[config.mk]
export PLATFORM = sky130hd
export DESIGN_NAME = lane_segment_select_vanishing_point_top_flat
export DESIGN_NICKNAME = d
export VERILOG_FILES = /design/src/design/lsvp_pkg.sv /design/src/design/lsvp_req_if.sv /design/src/design/lsvp_rsp_if.sv /design/src/design/lsvp_mac.sv /design/src/design/lsvp_div.sv /design/src/design/lane_segment_select_vanishing_point_top.sv /design/src/flat_wrapper.sv
export SDC_FILE = /design/constraint.sdc
export NUM_CORES = 2
export LEC_CHECK = 0
export BUFFER_PORTS_ARGS = -buffer_cell sky130_fd_sc_hd__buf_2
export CORE_MARGIN = 2
export CORE_UTILIZATION = 45
export CTS_BUF_LIST = sky130_fd_sc_hd__clkbuf_4 sky130_fd_sc_hd__clkbuf_8
export CTS_CLUSTER_SIZE = 25
export DETAILED_ROUTE_END_ITERATION = 8
export MAX_ROUTING_LAYER = met4
export PLACE_DENSITY_LB_ADDON = 0.25
export SETUP_SLACK_MARGIN = 0.3
export SYNTH_ARGS = -nofsm -noshare
export SYNTH_HDL_FRONTEND = slang
export SYNTH_SLANG_ARGS = --single-unit
export TNS_END_PERCENT = 1
[constraint.sdc]
create_clock -name clock -period 18.55 [get_ports clock]
set_input_delay 0 -clock clock [delete_from_list [all_inputs] [get_ports clock]]
set_output_delay 0 -clock clock [all_outputs]
set_load 0.02 [all_outputs]
[src/design/lsvp_pkg.sv]
// lsvp_pkg: shared widths, register indexes, reset values and types for the
// lane segment select / vanishing point block
// no dependencies
package lsvp_pkg;

   // field and datapath widths
   localparam int COORD_W    = 12;                   // endpoint coordinate
   localparam int CFG_W      = 13;                   // config register width
   localparam int DIFF_W     = COORD_W + 1;          // signed coordinate difference
   localparam int SLOPE_FRAC = 10;                   // fraction bits of slope_limit
   localparam int CMP_W      = DIFF_W + SLOPE_FRAC + 5;
   localparam int MAC_A_W    = 26;                   // wide multiplier operand
   localparam int MAC_B_W    = 14;                   // narrow multiplier operand
   localparam int ACC_W      = MAC_A_W + MAC_B_W;    // accumulator
   localparam int DET_W      = 2 * DIFF_W + 1;       // determinant
   localparam int CROSS_W    = 2 * COORD_W + 1;      // line constant x1*y2-y1*x2
   localparam int NUM_W      = ACC_W;                // dividend
   localparam int VAN_W      = 16;                   // vanishing point coordinate
   localparam int QF_W       = NUM_W + 1;            // signed floor quotient
   localparam int DIV_CNT_W  = $clog2(NUM_W);

   // configuration register indexes
   localparam int CSR_IDX_W = 1;
   localparam logic [CSR_IDX_W-1:0] CSR_FRAME_WIDTH = 1'd0;
   localparam logic [CSR_IDX_W-1:0] CSR_SLOPE_LIMIT = 1'd1;

   localparam logic [CFG_W-1:0] FRAME_WIDTH_RST = 13'd640;
   localparam logic [CFG_W-1:0] SLOPE_LIMIT_RST = 13'd307;

   typedef struct packed {
      logic [COORD_W-1:0] x1;
      logic [COORD_W-1:0] y1;
      logic [COORD_W-1:0] x2;
      logic [COORD_W-1:0] y2;
   } seg_type;

   // multiply-accumulate control
   typedef struct packed {
      logic en;    // update accumulator
      logic clr;   // start a new sum
      logic sub;   // subtract the product
   } mac_ctrl_type;

endpackage

[src/design/lsvp_req_if.sv]
// lsvp_req_if: segment transaction channel, valid/ready with payload
// depends on lsvp_pkg
interface lsvp_req_if import lsvp_pkg::*; ();
   logic               valid;
   logic               ready;
   logic [COORD_W-1:0] start_x;
   logic [COORD_W-1:0] start_y;
   logic [COORD_W-1:0] end_x;
   logic [COORD_W-1:0] end_y;
   logic               frame_end;

   modport source (output valid, start_x, start_y, end_x, end_y, frame_end, input ready);
   modport sink   (input valid, start_x, start_y, end_x, end_y, frame_end, output ready);
endinterface

[src/design/lsvp_rsp_if.sv]
// lsvp_rsp_if: frame result transaction channel, valid/ready with payload
// depends on lsvp_pkg
interface lsvp_rsp_if import lsvp_pkg::*; ();
   logic                    valid;
   logic                    ready;
   logic [COORD_W-1:0]      left_x1;
   logic [COORD_W-1:0]      left_y1;
   logic [COORD_W-1:0]      left_x2;
   logic [COORD_W-1:0]      left_y2;
   logic [COORD_W-1:0]      right_x1;
   logic [COORD_W-1:0]      right_y1;
   logic [COORD_W-1:0]      right_x2;
   logic [COORD_W-1:0]      right_y2;
   logic signed [VAN_W-1:0] vanish_x;
   logic signed [VAN_W-1:0] vanish_y;
   logic                    lines_parallel;

   modport source (output valid, left_x1, left_y1, left_x2, left_y2, right_x1, right_y1,
                   right_x2, right_y2, vanish_x, vanish_y, lines_parallel, input ready);
   modport sink   (input valid, left_x1, left_y1, left_x2, left_y2, right_x1, right_y1,
                   right_x2, right_y2, vanish_x, vanish_y, lines_parallel, output ready);
endinterface

[src/design/lsvp_mac.sv]
// lsvp_mac: shared signed multiply-accumulate unit, one product per cycle
// depends on lsvp_pkg
module lsvp_mac import lsvp_pkg::*; (
   input  logic                      clock,
   input  mac_ctrl_type              ctrl,
   input  logic signed [MAC_A_W-1:0] op_a,
   input  logic signed [MAC_B_W-1:0] op_b,
   output logic signed [ACC_W-1:0]   acc
);

   logic signed [ACC_W-1:0] prod;
   logic signed [ACC_W-1:0] base;
   logic signed [ACC_W-1:0] acc_ff;
   logic signed [ACC_W-1:0] acc_in;

   assign prod = op_a * op_b;

   always_comb begin
      base   = ctrl.clr ? '0 : acc_ff;
      acc_in = acc_ff;
      if (ctrl.en) begin
         acc_in = ctrl.sub ? base - prod : base + prod;
      end
   end

   always_ff @(posedge clock) begin
      acc_ff <= acc_in;
   end

   assign acc = acc_ff;

endmodule

[src/design/lsvp_div.sv]
// lsvp_div: radix-2 restoring divider, one quotient bit per cycle, then
// floor fix-up, round to nearest (ties to even) and 16-bit saturation
// depends on lsvp_pkg
module lsvp_div import lsvp_pkg::*; (
   input  logic                    clock,
   input  logic                    reset,
   input  logic                    start,
   input  logic signed [NUM_W-1:0] num,
   input  logic signed [DET_W-1:0] den,
   output logic                    busy,
   output logic                    done,
   output logic signed [VAN_W-1:0] quo
);

   typedef enum logic [1:0] {D_IDLE, D_RUN, D_FIX, D_RND} div_state_type;

   div_state_type           st_ff, st_in;
   logic [DIV_CNT_W-1:0]    cnt_ff, cnt_in;
   logic [DET_W-1:0]        rem_ff, rem_in;
   logic [NUM_W-1:0]        q_ff, q_in;
   logic [DET_W-1:0]        dabs_ff, dabs_in;
   logic                    neg_ff, neg_in;
   logic signed [QF_W-1:0]  qf_ff, qf_in;
   logic [DET_W-1:0]        rf_ff, rf_in;
   logic                    done_ff, done_in;
   logic signed [VAN_W-1:0] quo_ff, quo_in;

   logic [DET_W:0]          sh;
   logic [DET_W:0]          sh_sub;
   logic                    ge;
   logic                    nz;
   logic signed [QF_W-1:0]  qext;
   logic [DET_W:0]          rf2;
   logic                    up;
   logic signed [QF_W:0]    qr;

   always_comb begin
      st_in   = st_ff;
      cnt_in  = cnt_ff;
      rem_in  = rem_ff;
      q_in    = q_ff;
      dabs_in = dabs_ff;
      neg_in  = neg_ff;
      qf_in   = qf_ff;
      rf_in   = rf_ff;
      done_in = 1'b0;
      quo_in  = quo_ff;

      sh     = {rem_ff, q_ff[NUM_W-1]};
      sh_sub = sh - {1'b0, dabs_ff};
      ge     = sh >= {1'b0, dabs_ff};
      nz     = rem_ff != '0;
      qext   = {1'b0, q_ff};
      rf2    = {rf_ff, 1'b0};
      up     = (rf2 > {1'b0, dabs_ff}) || ((rf2 == {1'b0, dabs_ff}) && qf_ff[0]);
      qr     = {qf_ff[QF_W-1], qf_ff} + {{QF_W{1'b0}}, up};

      unique case (st_ff)
         D_IDLE: begin
            if (start) begin
               q_in    = num[NUM_W-1] ? -num : num;
               dabs_in = den[DET_W-1] ? -den : den;
               neg_in  = num[NUM_W-1] ^ den[DET_W-1];
               rem_in  = '0;
               cnt_in  = DIV_CNT_W'(NUM_W - 1);
               st_in   = D_RUN;
            end
         end
         D_RUN: begin
            rem_in = ge ? sh_sub[DET_W-1:0] : sh[DET_W-1:0];
            q_in   = {q_ff[NUM_W-2:0], ge};
            cnt_in = cnt_ff - 1'b1;
            if (cnt_ff == '0) begin
               st_in = D_FIX;
            end
         end
         D_FIX: begin
            // turn truncated magnitude into floor quotient, remainder >= 0
            if (neg_ff) begin
               qf_in = -(qext + {{(QF_W-1){1'b0}}, nz});
            end else begin
               qf_in = qext;
            end
            rf_in = (neg_ff && nz) ? dabs_ff - rem_ff : rem_ff;
            st_in = D_RND;
         end
         D_RND: begin
            if (qr > $signed((QF_W+1)'(32767))) begin
               quo_in = 16'sh7fff;
            end else if (qr < -$signed((QF_W+1)'(32768))) begin
               quo_in = 16'sh8000;
            end else begin
               quo_in = qr[VAN_W-1:0];
            end
            done_in = 1'b1;
            st_in   = D_IDLE;
         end
         default: st_in = D_IDLE;
      endcase
   end

   always_ff @(posedge clock) begin
      if (reset) begin
         st_ff   <= D_IDLE;
         done_ff <= 1'b0;
      end else begin
         st_ff   <= st_in;
         done_ff <= done_in;
      end
      cnt_ff  <= cnt_in;
      rem_ff  <= rem_in;
      q_ff    <= q_in;
      dabs_ff <= dabs_in;
      neg_ff  <= neg_in;
      qf_ff   <= qf_in;
      rf_ff   <= rf_in;
      quo_ff  <= quo_in;
   end

   assign busy = st_ff != D_IDLE;
   assign done = done_ff;
   assign quo  = quo_ff;

endmodule

[src/design/lane_segment_select_vanishing_point_top.sv]
// lane_segment_select_vanishing_point_top: per-frame left/right lane segment
// selection and vanishing point, with one shared multiplier and one divider
// depends on lsvp_pkg, lsvp_req_if, lsvp_rsp_if, lsvp_mac, lsvp_div
// a segment without frame_end passes the accept, slope product and judge steps;
// a frame_end segment then runs the multiplier schedule and, when the lines
// cross, two divisions (x, then y); parallel lines skip both divisions
// one segment in flight at a time; req ready only when the sequencer is idle
// reset: synchronous, frame_width 640, slope_limit 307, both kept segments zero
module lane_segment_select_vanishing_point_top import lsvp_pkg::*; (
   input  logic                 clock,
   input  logic                 reset,
   lsvp_req_if.sink             req_bus,
   lsvp_rsp_if.source           rsp_bus,
   input  logic                 csr_we,
   input  logic [CSR_IDX_W-1:0] csr_index,
   input  logic [CFG_W-1:0]     csr_wdata
);

   typedef enum logic [3:0] {
      S_IDLE, S_SLOPE, S_JUDGE, S_CALC, S_DIVX, S_WAITX, S_DIVY, S_WAITY, S_EMIT
   } state_type;

   // multiplier schedule for the intersection
   typedef enum logic [3:0] {
      ST_DET_A, ST_DET_B, ST_CA_A, ST_CA_B, ST_CB_A, ST_CB_B,
      ST_NX_A, ST_NX_B, ST_NY_A, ST_NY_B, ST_DONE
   } step_type;

   state_type                 state_ff, state_in;
   step_type                  step_ff, step_in;
   seg_type                   seg_ff, seg_in;
   logic                      end_ff, end_in;
   seg_type                   left_seg_ff, left_seg_in;
   seg_type                   right_seg_ff, right_seg_in;
   logic [COORD_W-1:0]        left_ctr_ff, left_ctr_in;
   logic [CFG_W-1:0]          right_ctr_ff, right_ctr_in;
   logic [CFG_W-1:0]          frame_width_ff, frame_width_in;
   logic [CFG_W-1:0]          slope_limit_ff, slope_limit_in;
   logic signed [DET_W-1:0]   d_ff, d_in;
   logic signed [CROSS_W-1:0] ca_ff, ca_in;
   logic signed [CROSS_W-1:0] cb_ff, cb_in;
   logic signed [NUM_W-1:0]   nx_ff, nx_in;
   logic signed [NUM_W-1:0]   ny_ff, ny_in;
   logic signed [VAN_W-1:0]   vx_ff, vx_in;
   logic signed [VAN_W-1:0]   vy_ff, vy_in;
   logic                      par_ff, par_in;
   logic                      rsp_valid_ff, rsp_valid_in;
   seg_type                   out_left_ff, out_left_in;
   seg_type                   out_right_ff, out_right_in;
   logic signed [VAN_W-1:0]   out_vx_ff, out_vx_in;
   logic signed [VAN_W-1:0]   out_vy_ff, out_vy_in;
   logic                      out_par_ff, out_par_in;

   // shared multiplier and divider hookup
   mac_ctrl_type              mac_ctrl;
   logic signed [MAC_A_W-1:0] mac_a;
   logic signed [MAC_B_W-1:0] mac_b;
   logic signed [ACC_W-1:0]   mac_acc;
   logic                      div_start;
   logic signed [NUM_W-1:0]   div_num;
   logic                      div_busy;
   logic                      div_done;
   logic signed [VAN_W-1:0]   div_quo;

   // segment judging
   logic signed [DIFF_W-1:0]  dx, dy;
   logic signed [CMP_W-1:0]   lhs, rhs, cmp_sum, cmp_dif;
   logic                      steep_neg, steep_pos;
   logic [DIFF_W-1:0]         ctr_sum;
   logic [COORD_W-1:0]        center, mid;

   // kept-segment direction vectors
   logic signed [DIFF_W-1:0]  ax, ay, bx, by;

   lsvp_mac u_mac (
      .clock (clock),
      .ctrl  (mac_ctrl),
      .op_a  (mac_a),
      .op_b  (mac_b),
      .acc   (mac_acc)
   );

   lsvp_div u_div (
      .clock (clock),
      .reset (reset),
      .start (div_start),
      .num   (div_num),
      .den   (d_ff),
      .busy  (div_busy),
      .done  (div_done),
      .quo   (div_quo)
   );

   assign req_bus.ready = state_ff == S_IDLE;
   assign div_num       = (state_ff == S_DIVX) ? nx_ff : ny_ff;

   always_comb begin
      // slope test by cross-multiplication: dy * 2^frac against limit * dx
      dx      = {1'b0, seg_ff.x2} - {1'b0, seg_ff.x1};
      dy      = {1'b0, seg_ff.y2} - {1'b0, seg_ff.y1};
      lhs     = {{(CMP_W-DIFF_W-SLOPE_FRAC){dy[DIFF_W-1]}}, dy, {SLOPE_FRAC{1'b0}}};
      rhs     = mac_acc[CMP_W-1:0];
      cmp_sum = lhs + rhs;
      cmp_dif = lhs - rhs;
      if (dx > 0) begin
         steep_neg = cmp_sum < 0;
         steep_pos = cmp_dif > 0;
      end else if (dx < 0) begin
         steep_neg = cmp_sum > 0;
         steep_pos = cmp_dif < 0;
      end else begin
         // vertical segment: sign of dy only
         steep_neg = dy < 0;
         steep_pos = dy > 0;
      end
      ctr_sum = {1'b0, seg_ff.x1} + {1'b0, seg_ff.x2};
      center  = ctr_sum[DIFF_W-1:1];
      mid     = frame_width_ff[CFG_W-1:1];

      ax = {1'b0, left_seg_ff.x1} - {1'b0, left_seg_ff.x2};
      ay = {1'b0, left_seg_ff.y1} - {1'b0, left_seg_ff.y2};
      bx = {1'b0, right_seg_ff.x1} - {1'b0, right_seg_ff.x2};
      by = {1'b0, right_seg_ff.y1} - {1'b0, right_seg_ff.y2};
   end

   always_comb begin
      state_in       = state_ff;
      step_in        = step_ff;
      seg_in         = seg_ff;
      end_in         = end_ff;
      left_seg_in    = left_seg_ff;
      right_seg_in   = right_seg_ff;
      left_ctr_in    = left_ctr_ff;
      right_ctr_in   = right_ctr_ff;
      frame_width_in = frame_width_ff;
      slope_limit_in = slope_limit_ff;
      d_in           = d_ff;
      ca_in          = ca_ff;
      cb_in          = cb_ff;
      nx_in          = nx_ff;
      ny_in          = ny_ff;
      vx_in          = vx_ff;
      vy_in          = vy_ff;
      par_in         = par_ff;
      out_left_in    = out_left_ff;
      out_right_in   = out_right_ff;
      out_vx_in      = out_vx_ff;
      out_vy_in      = out_vy_ff;
      out_par_in     = out_par_ff;
      rsp_valid_in   = rsp_valid_ff && !rsp_bus.ready;
      mac_ctrl       = '0;
      mac_a          = '0;
      mac_b          = '0;
      div_start      = 1'b0;

      // register writes take effect at the next edge
      if (csr_we) begin
         unique case (csr_index)
            CSR_FRAME_WIDTH: frame_width_in = csr_wdata;
            CSR_SLOPE_LIMIT: slope_limit_in = csr_wdata;
            default: ;
         endcase
      end

      unique case (state_ff)
         S_IDLE: begin
            if (req_bus.valid) begin
               seg_in.x1 = req_bus.start_x;
               seg_in.y1 = req_bus.start_y;
               seg_in.x2 = req_bus.end_x;
               seg_in.y2 = req_bus.end_y;
               end_in    = req_bus.frame_end;
               state_in  = S_SLOPE;
            end
         end
         S_SLOPE: begin
            // limit * dx into the accumulator
            mac_ctrl = '{en: 1'b1, clr: 1'b1, sub: 1'b0};
            mac_a    = {{(MAC_A_W-DIFF_W){dx[DIFF_W-1]}}, dx};
            mac_b    = {{(MAC_B_W-CFG_W){1'b0}}, slope_limit_ff};
            state_in = S_JUDGE;
         end
         S_JUDGE: begin
            // strict improvement only, so the first of equal centers stays
            if (steep_neg && (center < mid)) begin
               if (center > left_ctr_ff) begin
                  left_ctr_in = center;
                  left_seg_in = seg_ff;
               end
            end else if (steep_pos && (center > mid)) begin
               if ({1'b0, center} < right_ctr_ff) begin
                  right_ctr_in = {1'b0, center};
                  right_seg_in = seg_ff;
               end
            end
            step_in  = ST_DET_A;
            state_in = end_ff ? S_CALC : S_IDLE;
         end
         S_CALC: begin
            step_in = step_type'(step_ff + 4'd1);
            case (step_ff)
               ST_DET_A: begin
                  mac_ctrl = '{en: 1'b1, clr: 1'b1, sub: 1'b0};
                  mac_a    = {{(MAC_A_W-DIFF_W){ax[DIFF_W-1]}}, ax};
                  mac_b    = {{(MAC_B_W-DIFF_W){by[DIFF_W-1]}}, by};
               end
               ST_DET_B: begin
                  mac_ctrl = '{en: 1'b1, clr: 1'b0, sub: 1'b1};
                  mac_a    = {{(MAC_A_W-DIFF_W){ay[DIFF_W-1]}}, ay};
                  mac_b    = {{(MAC_B_W-DIFF_W){bx[DIFF_W-1]}}, bx};
               end
               ST_CA_A: begin
                  d_in     = mac_acc[DET_W-1:0];
                  mac_ctrl = '{en: 1'b1, clr: 1'b1, sub: 1'b0};
                  mac_a    = {{(MAC_A_W-COORD_W){1'b0}}, left_seg_ff.x1};
                  mac_b    = {{(MAC_B_W-COORD_W){1'b0}}, left_seg_ff.y2};
               end
               ST_CA_B: begin
                  mac_ctrl = '{en: 1'b1, clr: 1'b0, sub: 1'b1};
                  mac_a    = {{(MAC_A_W-COORD_W){1'b0}}, left_seg_ff.y1};
                  mac_b    = {{(MAC_B_W-COORD_W){1'b0}}, left_seg_ff.x2};
               end
               ST_CB_A: begin
                  ca_in    = mac_acc[CROSS_W-1:0];
                  mac_ctrl = '{en: 1'b1, clr: 1'b1, sub: 1'b0};
                  mac_a    = {{(MAC_A_W-COORD_W){1'b0}}, right_seg_ff.x1};
                  mac_b    = {{(MAC_B_W-COORD_W){1'b0}}, right_seg_ff.y2};
               end
               ST_CB_B: begin
                  mac_ctrl = '{en: 1'b1, clr: 1'b0, sub: 1'b1};
                  mac_a    = {{(MAC_A_W-COORD_W){1'b0}}, right_seg_ff.y1};
                  mac_b    = {{(MAC_B_W-COORD_W){1'b0}}, right_seg_ff.x2};
               end
               ST_NX_A: begin
                  cb_in    = mac_acc[CROSS_W-1:0];
                  mac_ctrl = '{en: 1'b1, clr: 1'b1, sub: 1'b0};
                  mac_a    = {{(MAC_A_W-CROSS_W){ca_ff[CROSS_W-1]}}, ca_ff};
                  mac_b    = {{(MAC_B_W-DIFF_W){bx[DIFF_W-1]}}, bx};
               end
               ST_NX_B: begin
                  mac_ctrl = '{en: 1'b1, clr: 1'b0, sub: 1'b1};
                  mac_a    = {{(MAC_A_W-CROSS_W){cb_ff[CROSS_W-1]}}, cb_ff};
                  mac_b    = {{(MAC_B_W-DIFF_W){ax[DIFF_W-1]}}, ax};
               end
               ST_NY_A: begin
                  nx_in    = mac_acc;
                  mac_ctrl = '{en: 1'b1, clr: 1'b1, sub: 1'b0};
                  mac_a    = {{(MAC_A_W-CROSS_W){ca_ff[CROSS_W-1]}}, ca_ff};
                  mac_b    = {{(MAC_B_W-DIFF_W){by[DIFF_W-1]}}, by};
               end
               ST_NY_B: begin
                  mac_ctrl = '{en: 1'b1, clr: 1'b0, sub: 1'b1};
                  mac_a    = {{(MAC_A_W-CROSS_W){cb_ff[CROSS_W-1]}}, cb_ff};
                  mac_b    = {{(MAC_B_W-DIFF_W){ay[DIFF_W-1]}}, ay};
               end
               default: begin
                  // products done; zero determinant skips both divisions
                  ny_in   = mac_acc;
                  step_in = ST_DET_A;
                  par_in  = d_ff == '0;
                  if (d_ff == '0) begin
                     vx_in    = -16'sd1;
                     vy_in    = -16'sd1;
                     state_in = S_EMIT;
                  end else begin
                     state_in = S_DIVX;
                  end
               end
            endcase
         end
         S_DIVX: begin
            div_start = 1'b1;
            state_in  = S_WAITX;
         end
         S_WAITX: begin
            if (div_done) begin
               vx_in    = div_quo;
               state_in = S_DIVY;
            end
         end
         S_DIVY: begin
            div_start = 1'b1;
            state_in  = S_WAITY;
         end
         S_WAITY: begin
            if (div_done) begin
               vy_in    = div_quo;
               state_in = S_EMIT;
            end
         end
         S_EMIT: begin
            // hold until the output register is free, then clear for next frame
            if (!rsp_valid_ff || rsp_bus.ready) begin
               out_left_in  = left_seg_ff;
               out_right_in = right_seg_ff;
               out_vx_in    = vx_ff;
               out_vy_in    = vy_ff;
               out_par_in   = par_ff;
               rsp_valid_in = 1'b1;
               left_seg_in  = '0;
               right_seg_in = '0;
               left_ctr_in  = '0;
               right_ctr_in = frame_width_ff;
               state_in     = S_IDLE;
            end
         end
         default: state_in = S_IDLE;
      endcase
   end

   always_ff @(posedge clock) begin
      if (reset) begin
         state_ff       <= S_IDLE;
         step_ff        <= ST_DET_A;
         left_seg_ff    <= '0;
         right_seg_ff   <= '0;
         left_ctr_ff    <= '0;
         right_ctr_ff   <= FRAME_WIDTH_RST;
         frame_width_ff <= FRAME_WIDTH_RST;
         slope_limit_ff <= SLOPE_LIMIT_RST;
         rsp_valid_ff   <= 1'b0;
      end else begin
         state_ff       <= state_in;
         step_ff        <= step_in;
         left_seg_ff    <= left_seg_in;
         right_seg_ff   <= right_seg_in;
         left_ctr_ff    <= left_ctr_in;
         right_ctr_ff   <= right_ctr_in;
         frame_width_ff <= frame_width_in;
         slope_limit_ff <= slope_limit_in;
         rsp_valid_ff   <= rsp_valid_in;
      end
      seg_ff       <= seg_in;
      end_ff       <= end_in;
      d_ff         <= d_in;
      ca_ff        <= ca_in;
      cb_ff        <= cb_in;
      nx_ff        <= nx_in;
      ny_ff        <= ny_in;
      vx_ff        <= vx_in;
      vy_ff        <= vy_in;
      par_ff       <= par_in;
      out_left_ff  <= out_left_in;
      out_right_ff <= out_right_in;
      out_vx_ff    <= out_vx_in;
      out_vy_ff    <= out_vy_in;
      out_par_ff   <= out_par_in;
   end

   // result transaction
   assign rsp_bus.valid          = rsp_valid_ff;
   assign rsp_bus.left_x1        = out_left_ff.x1;
   assign rsp_bus.left_y1        = out_left_ff.y1;
   assign rsp_bus.left_x2        = out_left_ff.x2;
   assign rsp_bus.left_y2        = out_left_ff.y2;
   assign rsp_bus.right_x1       = out_right_ff.x1;
   assign rsp_bus.right_y1       = out_right_ff.y1;
   assign rsp_bus.right_x2       = out_right_ff.x2;
   assign rsp_bus.right_y2       = out_right_ff.y2;
   assign rsp_bus.vanish_x       = out_vx_ff;
   assign rsp_bus.vanish_y       = out_vy_ff;
   assign rsp_bus.lines_parallel = out_par_ff;

   // a new result only comes out of the emit step
   a_rsp_from_emit: assert property (@(posedge clock) disable iff (reset)
      $rose(rsp_valid_ff) |-> $past(state_ff == S_EMIT))
      else $error("result valid rose outside emit");

   // parallel lines always report (-1,-1)
   a_parallel_point: assert property (@(posedge clock) disable iff (reset)
      rsp_valid_ff && out_par_ff |-> (out_vx_ff == -16'sd1) && (out_vy_ff == -16'sd1))
      else $error("parallel result with a vanishing point");

   // left center zero means no left candidate was kept
   a_left_empty: assert property (@(posedge clock) disable iff (reset)
      (left_ctr_ff == '0) |-> (left_seg_ff == '0))
      else $error("left segment kept without a center");

   // divider is never restarted mid-division
   a_div_start_idle: assert property (@(posedge clock) disable iff (reset)
      div_start |-> !div_busy)
      else $error("divider started while busy");

endmodule
[src/flat_wrapper.sv]
// flat-port wrapper written by rule: the top's interface ports become plain ports
module lane_segment_select_vanishing_point_top_flat import lsvp_pkg::*;
  (clock, reset, csr_we, csr_index, csr_wdata, req_bus_valid, req_bus_start_x, req_bus_start_y, req_bus_end_x, req_bus_end_y, req_bus_frame_end, req_bus_ready, rsp_bus_valid, rsp_bus_left_x1, rsp_bus_left_y1, rsp_bus_left_x2, rsp_bus_left_y2, rsp_bus_right_x1, rsp_bus_right_y1, rsp_bus_right_x2, rsp_bus_right_y2, rsp_bus_vanish_x, rsp_bus_vanish_y, rsp_bus_lines_parallel, rsp_bus_ready);
  lsvp_req_if req_bus_i ();
  lsvp_rsp_if rsp_bus_i ();
  input  logic clock;
  input  logic reset;
  input  logic csr_we;
  input  logic [CSR_IDX_W-1:0] csr_index;
  input  logic [CFG_W-1:0] csr_wdata;
  input wire logic [$bits(req_bus_i.valid)-1:0] req_bus_valid;
  input wire logic [$bits(req_bus_i.start_x)-1:0] req_bus_start_x;
  input wire logic [$bits(req_bus_i.start_y)-1:0] req_bus_start_y;
  input wire logic [$bits(req_bus_i.end_x)-1:0] req_bus_end_x;
  input wire logic [$bits(req_bus_i.end_y)-1:0] req_bus_end_y;
  input wire logic [$bits(req_bus_i.frame_end)-1:0] req_bus_frame_end;
  output wire logic [$bits(req_bus_i.ready)-1:0] req_bus_ready;
  output wire logic [$bits(rsp_bus_i.valid)-1:0] rsp_bus_valid;
  output wire logic [$bits(rsp_bus_i.left_x1)-1:0] rsp_bus_left_x1;
  output wire logic [$bits(rsp_bus_i.left_y1)-1:0] rsp_bus_left_y1;
  output wire logic [$bits(rsp_bus_i.left_x2)-1:0] rsp_bus_left_x2;
  output wire logic [$bits(rsp_bus_i.left_y2)-1:0] rsp_bus_left_y2;
  output wire logic [$bits(rsp_bus_i.right_x1)-1:0] rsp_bus_right_x1;
  output wire logic [$bits(rsp_bus_i.right_y1)-1:0] rsp_bus_right_y1;
  output wire logic [$bits(rsp_bus_i.right_x2)-1:0] rsp_bus_right_x2;
  output wire logic [$bits(rsp_bus_i.right_y2)-1:0] rsp_bus_right_y2;
  output wire logic [$bits(rsp_bus_i.vanish_x)-1:0] rsp_bus_vanish_x;
  output wire logic [$bits(rsp_bus_i.vanish_y)-1:0] rsp_bus_vanish_y;
  output wire logic [$bits(rsp_bus_i.lines_parallel)-1:0] rsp_bus_lines_parallel;
  input wire logic [$bits(rsp_bus_i.ready)-1:0] rsp_bus_ready;
  assign req_bus_i.valid = req_bus_valid;
  assign req_bus_i.start_x = req_bus_start_x;
  assign req_bus_i.start_y = req_bus_start_y;
  assign req_bus_i.end_x = req_bus_end_x;
  assign req_bus_i.end_y = req_bus_end_y;
  assign req_bus_i.frame_end = req_bus_frame_end;
  assign req_bus_ready = req_bus_i.ready;
  assign rsp_bus_valid = rsp_bus_i.valid;
  assign rsp_bus_left_x1 = rsp_bus_i.left_x1;
  assign rsp_bus_left_y1 = rsp_bus_i.left_y1;
  assign rsp_bus_left_x2 = rsp_bus_i.left_x2;
  assign rsp_bus_left_y2 = rsp_bus_i.left_y2;
  assign rsp_bus_right_x1 = rsp_bus_i.right_x1;
  assign rsp_bus_right_y1 = rsp_bus_i.right_y1;
  assign rsp_bus_right_x2 = rsp_bus_i.right_x2;
  assign rsp_bus_right_y2 = rsp_bus_i.right_y2;
  assign rsp_bus_vanish_x = rsp_bus_i.vanish_x;
  assign rsp_bus_vanish_y = rsp_bus_i.vanish_y;
  assign rsp_bus_lines_parallel = rsp_bus_i.lines_parallel;
  assign rsp_bus_i.ready = rsp_bus_ready;
  lane_segment_select_vanishing_point_top u_core (.clock(clock), .reset(reset), .req_bus(req_bus_i), .rsp_bus(rsp_bus_i), .csr_we(csr_we), .csr_index(csr_index), .csr_wdata(csr_wdata));
endmodule
==> flow_summary.json <==
{
  "hold_path.class": "input pin to register",
  "cp.arrival_ns": 14.64,
  "fill_cells": 11500,
  "path_max_fanout": 14,
  "slowest_delay_ns": 1.00,
  "cellLeakagePower_nw": 27.0,
  "async_flop_share_pct": 0,
  "ys_seq_area_share_pct": 36.4,
  "vias": 44700,
  "post-cts-setup-buffers": 0,
  "track_usage_pct": 25.2,
  "synth_ff_type": "edfxtp_1",
  "cts.path.max_buffers": 3,
  "h-tree-depth": 4,
  "p_per_area_nw_per_um2": 118,
  "cts_resized": 0,
  "r2r_cells": 45,
  "drive_gt1_share_pct": 8.99,
  "worstReg2RegStart": "u_core.seg_ff[12]",
  "hold_buffers": 147,
  "regArea_um2": 21000,
  "synth_nets": 6771,
  "placementRows": 131,
  "critPathKind": "register to register",
  "root_buffer": "clkbuf_8",
  "fin_crit_sh_pct": 75.8,
  "slew_headroom_pct": 11.5,
  "layout_common_cells": "nand2_1, inv_1, edfxtp_1",
  "tritoncts": "done",
  "antenna_found_initial": 4,
  "nets": 7088,
  "syn_to_final_growth_pct": 12.5,
  "skew_ns": 0.0552,
  "overflow": 0,
  "peakVddDrop_uv": 135,
  "wl_mm": 162,
  "worstSetupStartpoint": "u_core.seg_ff[12]",
  "synth-seq-cells": 752,
  "syn_avg_cell_area_um2": 9.71,
  "synth_area_um2": 57700,
  "synth.top_cell.area_share_pct": 30.9,
  "drv_cap": 0,
  "start_kind": "register",
  "numPortBuffers": 198,
  "cp-end-kind": "register",
  "cts.sinks": 752,
  "finalHoldViolCount": 0,
  "netlist.top_cell.by_area": "edfxtp_1",
  "rsz0062_at_grt": "false",
  "viasPerCell": 5.57,
  "drtIter0Drc": 3663,
  "die_w_um": 362,
  "start_util_pct": 45.3,
  "reg2reg_slack_ns": 4.49,
  "die_area_um2": 131000,
  "status": "completed",
  "drc": 0,
  "crit_slowest_cell": "a21oi_1",
  "critPathCapture": "u_core.u_mac.acc[39]",
  "numCtsBuffers": 130,
  "crit_top_cell": "fa_1",
  "die_height_um": 362,
  "dp_hpwl_mm": 122,
  "slew_viol_final": 0,
  "gp_congestion": 0.953,
  "drtAntennaViolNets": 0,
  "post-route-min-period_ns": 14.06,
  "tightest_slew_ns": 1.33,
  "final_common_cell": "nand2_1",
  "rr_endpoint": "u_core.u_mac.acc[39]",
  "worst_hold_slack_ns": 0.0638,
  "yosysWarningCount": 0,
  "grt_pass1_vias": 44400,
  "fmax_mhz": 71.1,
  "grt_first_pass_wirelength_mm": 252,
  "grt_start_max_net_pins": 153,
  "io_pins": 199,
  "setup_viol": 0,
  "clock_latency_ns": 0.87,
  "synth_edf_count": 593,
  "ys_types": 96,
  "required_ns": 19.13,
  "wl_per_cell_um": 20.2,
  "synthTopCellsByArea": "edfxtp_1, fa_1, ha_1, dfxtp_1, nand2_1",
  "multi_input_area_um2": 33400,
  "firstDrtPassIters": 5,
  "core_area_um2": 127000,
  "path_clk_slew_ns": 0.06,
  "tns_ns": 0,
  "syn_inst": 5940
}
-- per-layer routing --
metal / global-route usage, % / up-vias / share of wire [%]
li1: - / 21300 / -
met1: 32.5 / 21800 / 44
met2: 41.0 / 1327 / 47
met3: 3.56 / 287 / 5.6
met4: 8.02 / 0 / 3.0
met5: - / - / 0
-- layout make-up --
cell class | count | area share (%)
multi-input cells | 4286 | 51.5
flip-flops and latches | 752 | 32.4
repair buffers | 422 | 4.71
inverters | 665 | 3.85
clock buffers | 176 | 3.38
well taps | 1662 | 3.21
clock inverters | 60 | 0.982
diodes | 6 | 0.0231
-- kinds of logic after synthesis --
family	Yosys count	synth area share, %
AOI/OAI and AO/OA	1236	13.8
xor gates and xnor gates	328	4.98
adders and majority gates	763	21.0
buffers and inverters	902	5.93
DFF	752	36.4
muxes	170	2.96
and+or+nand+nor	1789	14.9
-- power by group --
group / switching (mW) / leakage (nW) / internal [mW]
clock: 0.734 / 1.48 / 0.911
sequential: 0.181 / 7.00 / 2.11
combinational: 2.25 / 18.5 / 1.49
total: 3.16 / 27.0 / 4.51
-- metrics by stage --
step	power (mW)	worst slack [ns]	instance area, µm²	utilization [%]	std cells
after global routing	8.18	3.71	64900	50.9	8027
after detailed placement	5.98	4.63	60600	47.6	7640
after floorplan	5.01	6.55	57700	-	5940
final	7.67	4.49	64900	50.9	8029
after global placement	5.92	4.90	60600	47.6	7640
after CTS	7.66	4.61	64900	50.9	8023
-- cell usage after synthesis, drive strengths merged (62+ instances only) --
cell type  count
nand2        710
inv          661
edfxtp       593
ha           419
fa           344
o21ai        326
nor2         305
a21oi        301
xnor2        210
clkbuf       207
mux2i        167
dfxtp        159
nor2b        134
xor2         118
nand3        115
and2         101
a21o          90
nor3          75
nand2b        63
a22oi         62
or3           62
-- state kept, by name, indices dropped and copies added (netlist names), 13 cells and up --
name,flops
u_core.ca_ff,25
u_core.cb_ff,25
u_core.d_ff,27
u_core.frame_width_ff,13
u_core.left_seg_ff,48
u_core.nx_ff,40
u_core.ny_ff,40
u_core.right_ctr_ff,13
u_core.right_seg_ff,48
u_core.rsp_bus.vanish_x,16
u_core.rsp_bus.vanish_y,16
u_core.seg_ff,48
u_core.slope_limit_ff,13
u_core.u_div.dabs_ff,27
u_core.u_div.q_ff,40
u_core.u_div.qf_ff,41
u_core.u_div.quo,16
u_core.u_div.rem_ff,27
u_core.u_div.rf_ff,27
u_core.u_mac.acc,40
u_core.vx_ff,16
u_core.vy_ff,16
-- worst max-delay path: cells and delay by family, from the launching register on --
| kind | cells | cell delay (ns) |
|---|---|---|
| adders and majority gates | 10 | 4.42 |
| DFF | 1 | 0.43 |
| and+or+nand+nor | 6 | 1.63 |
| xor gates and xnor gates | 4 | 0.62 |
| AOI/OAI and AO/OA | 19 | 6.26 |
| buffers and inverters | 6 | 0.43 |
-- how the worst min path moves through the flow --
stage	startpoint	to	slack, ns	depth (start not counted)
after CTS	csr_wdata[3]	u_core.slope_limit_ff[3]	0.007	4
final	csr_wdata[7]	u_core.slope_limit_ff[7]	0.06	4
after detailed placement	req_bus_end_y[4]	u_core.seg_ff[4]	0.18	1
after global placement	req_bus_start_y[3]	u_core.seg_ff[27]	0.18	1
after floorplan	req_bus_frame_end	u_core.end_ff	0.1	0
after global routing	csr_wdata[3]	u_core.slope_limit_ff[3]	0.06	4
(Power assumes the default switching activity.)
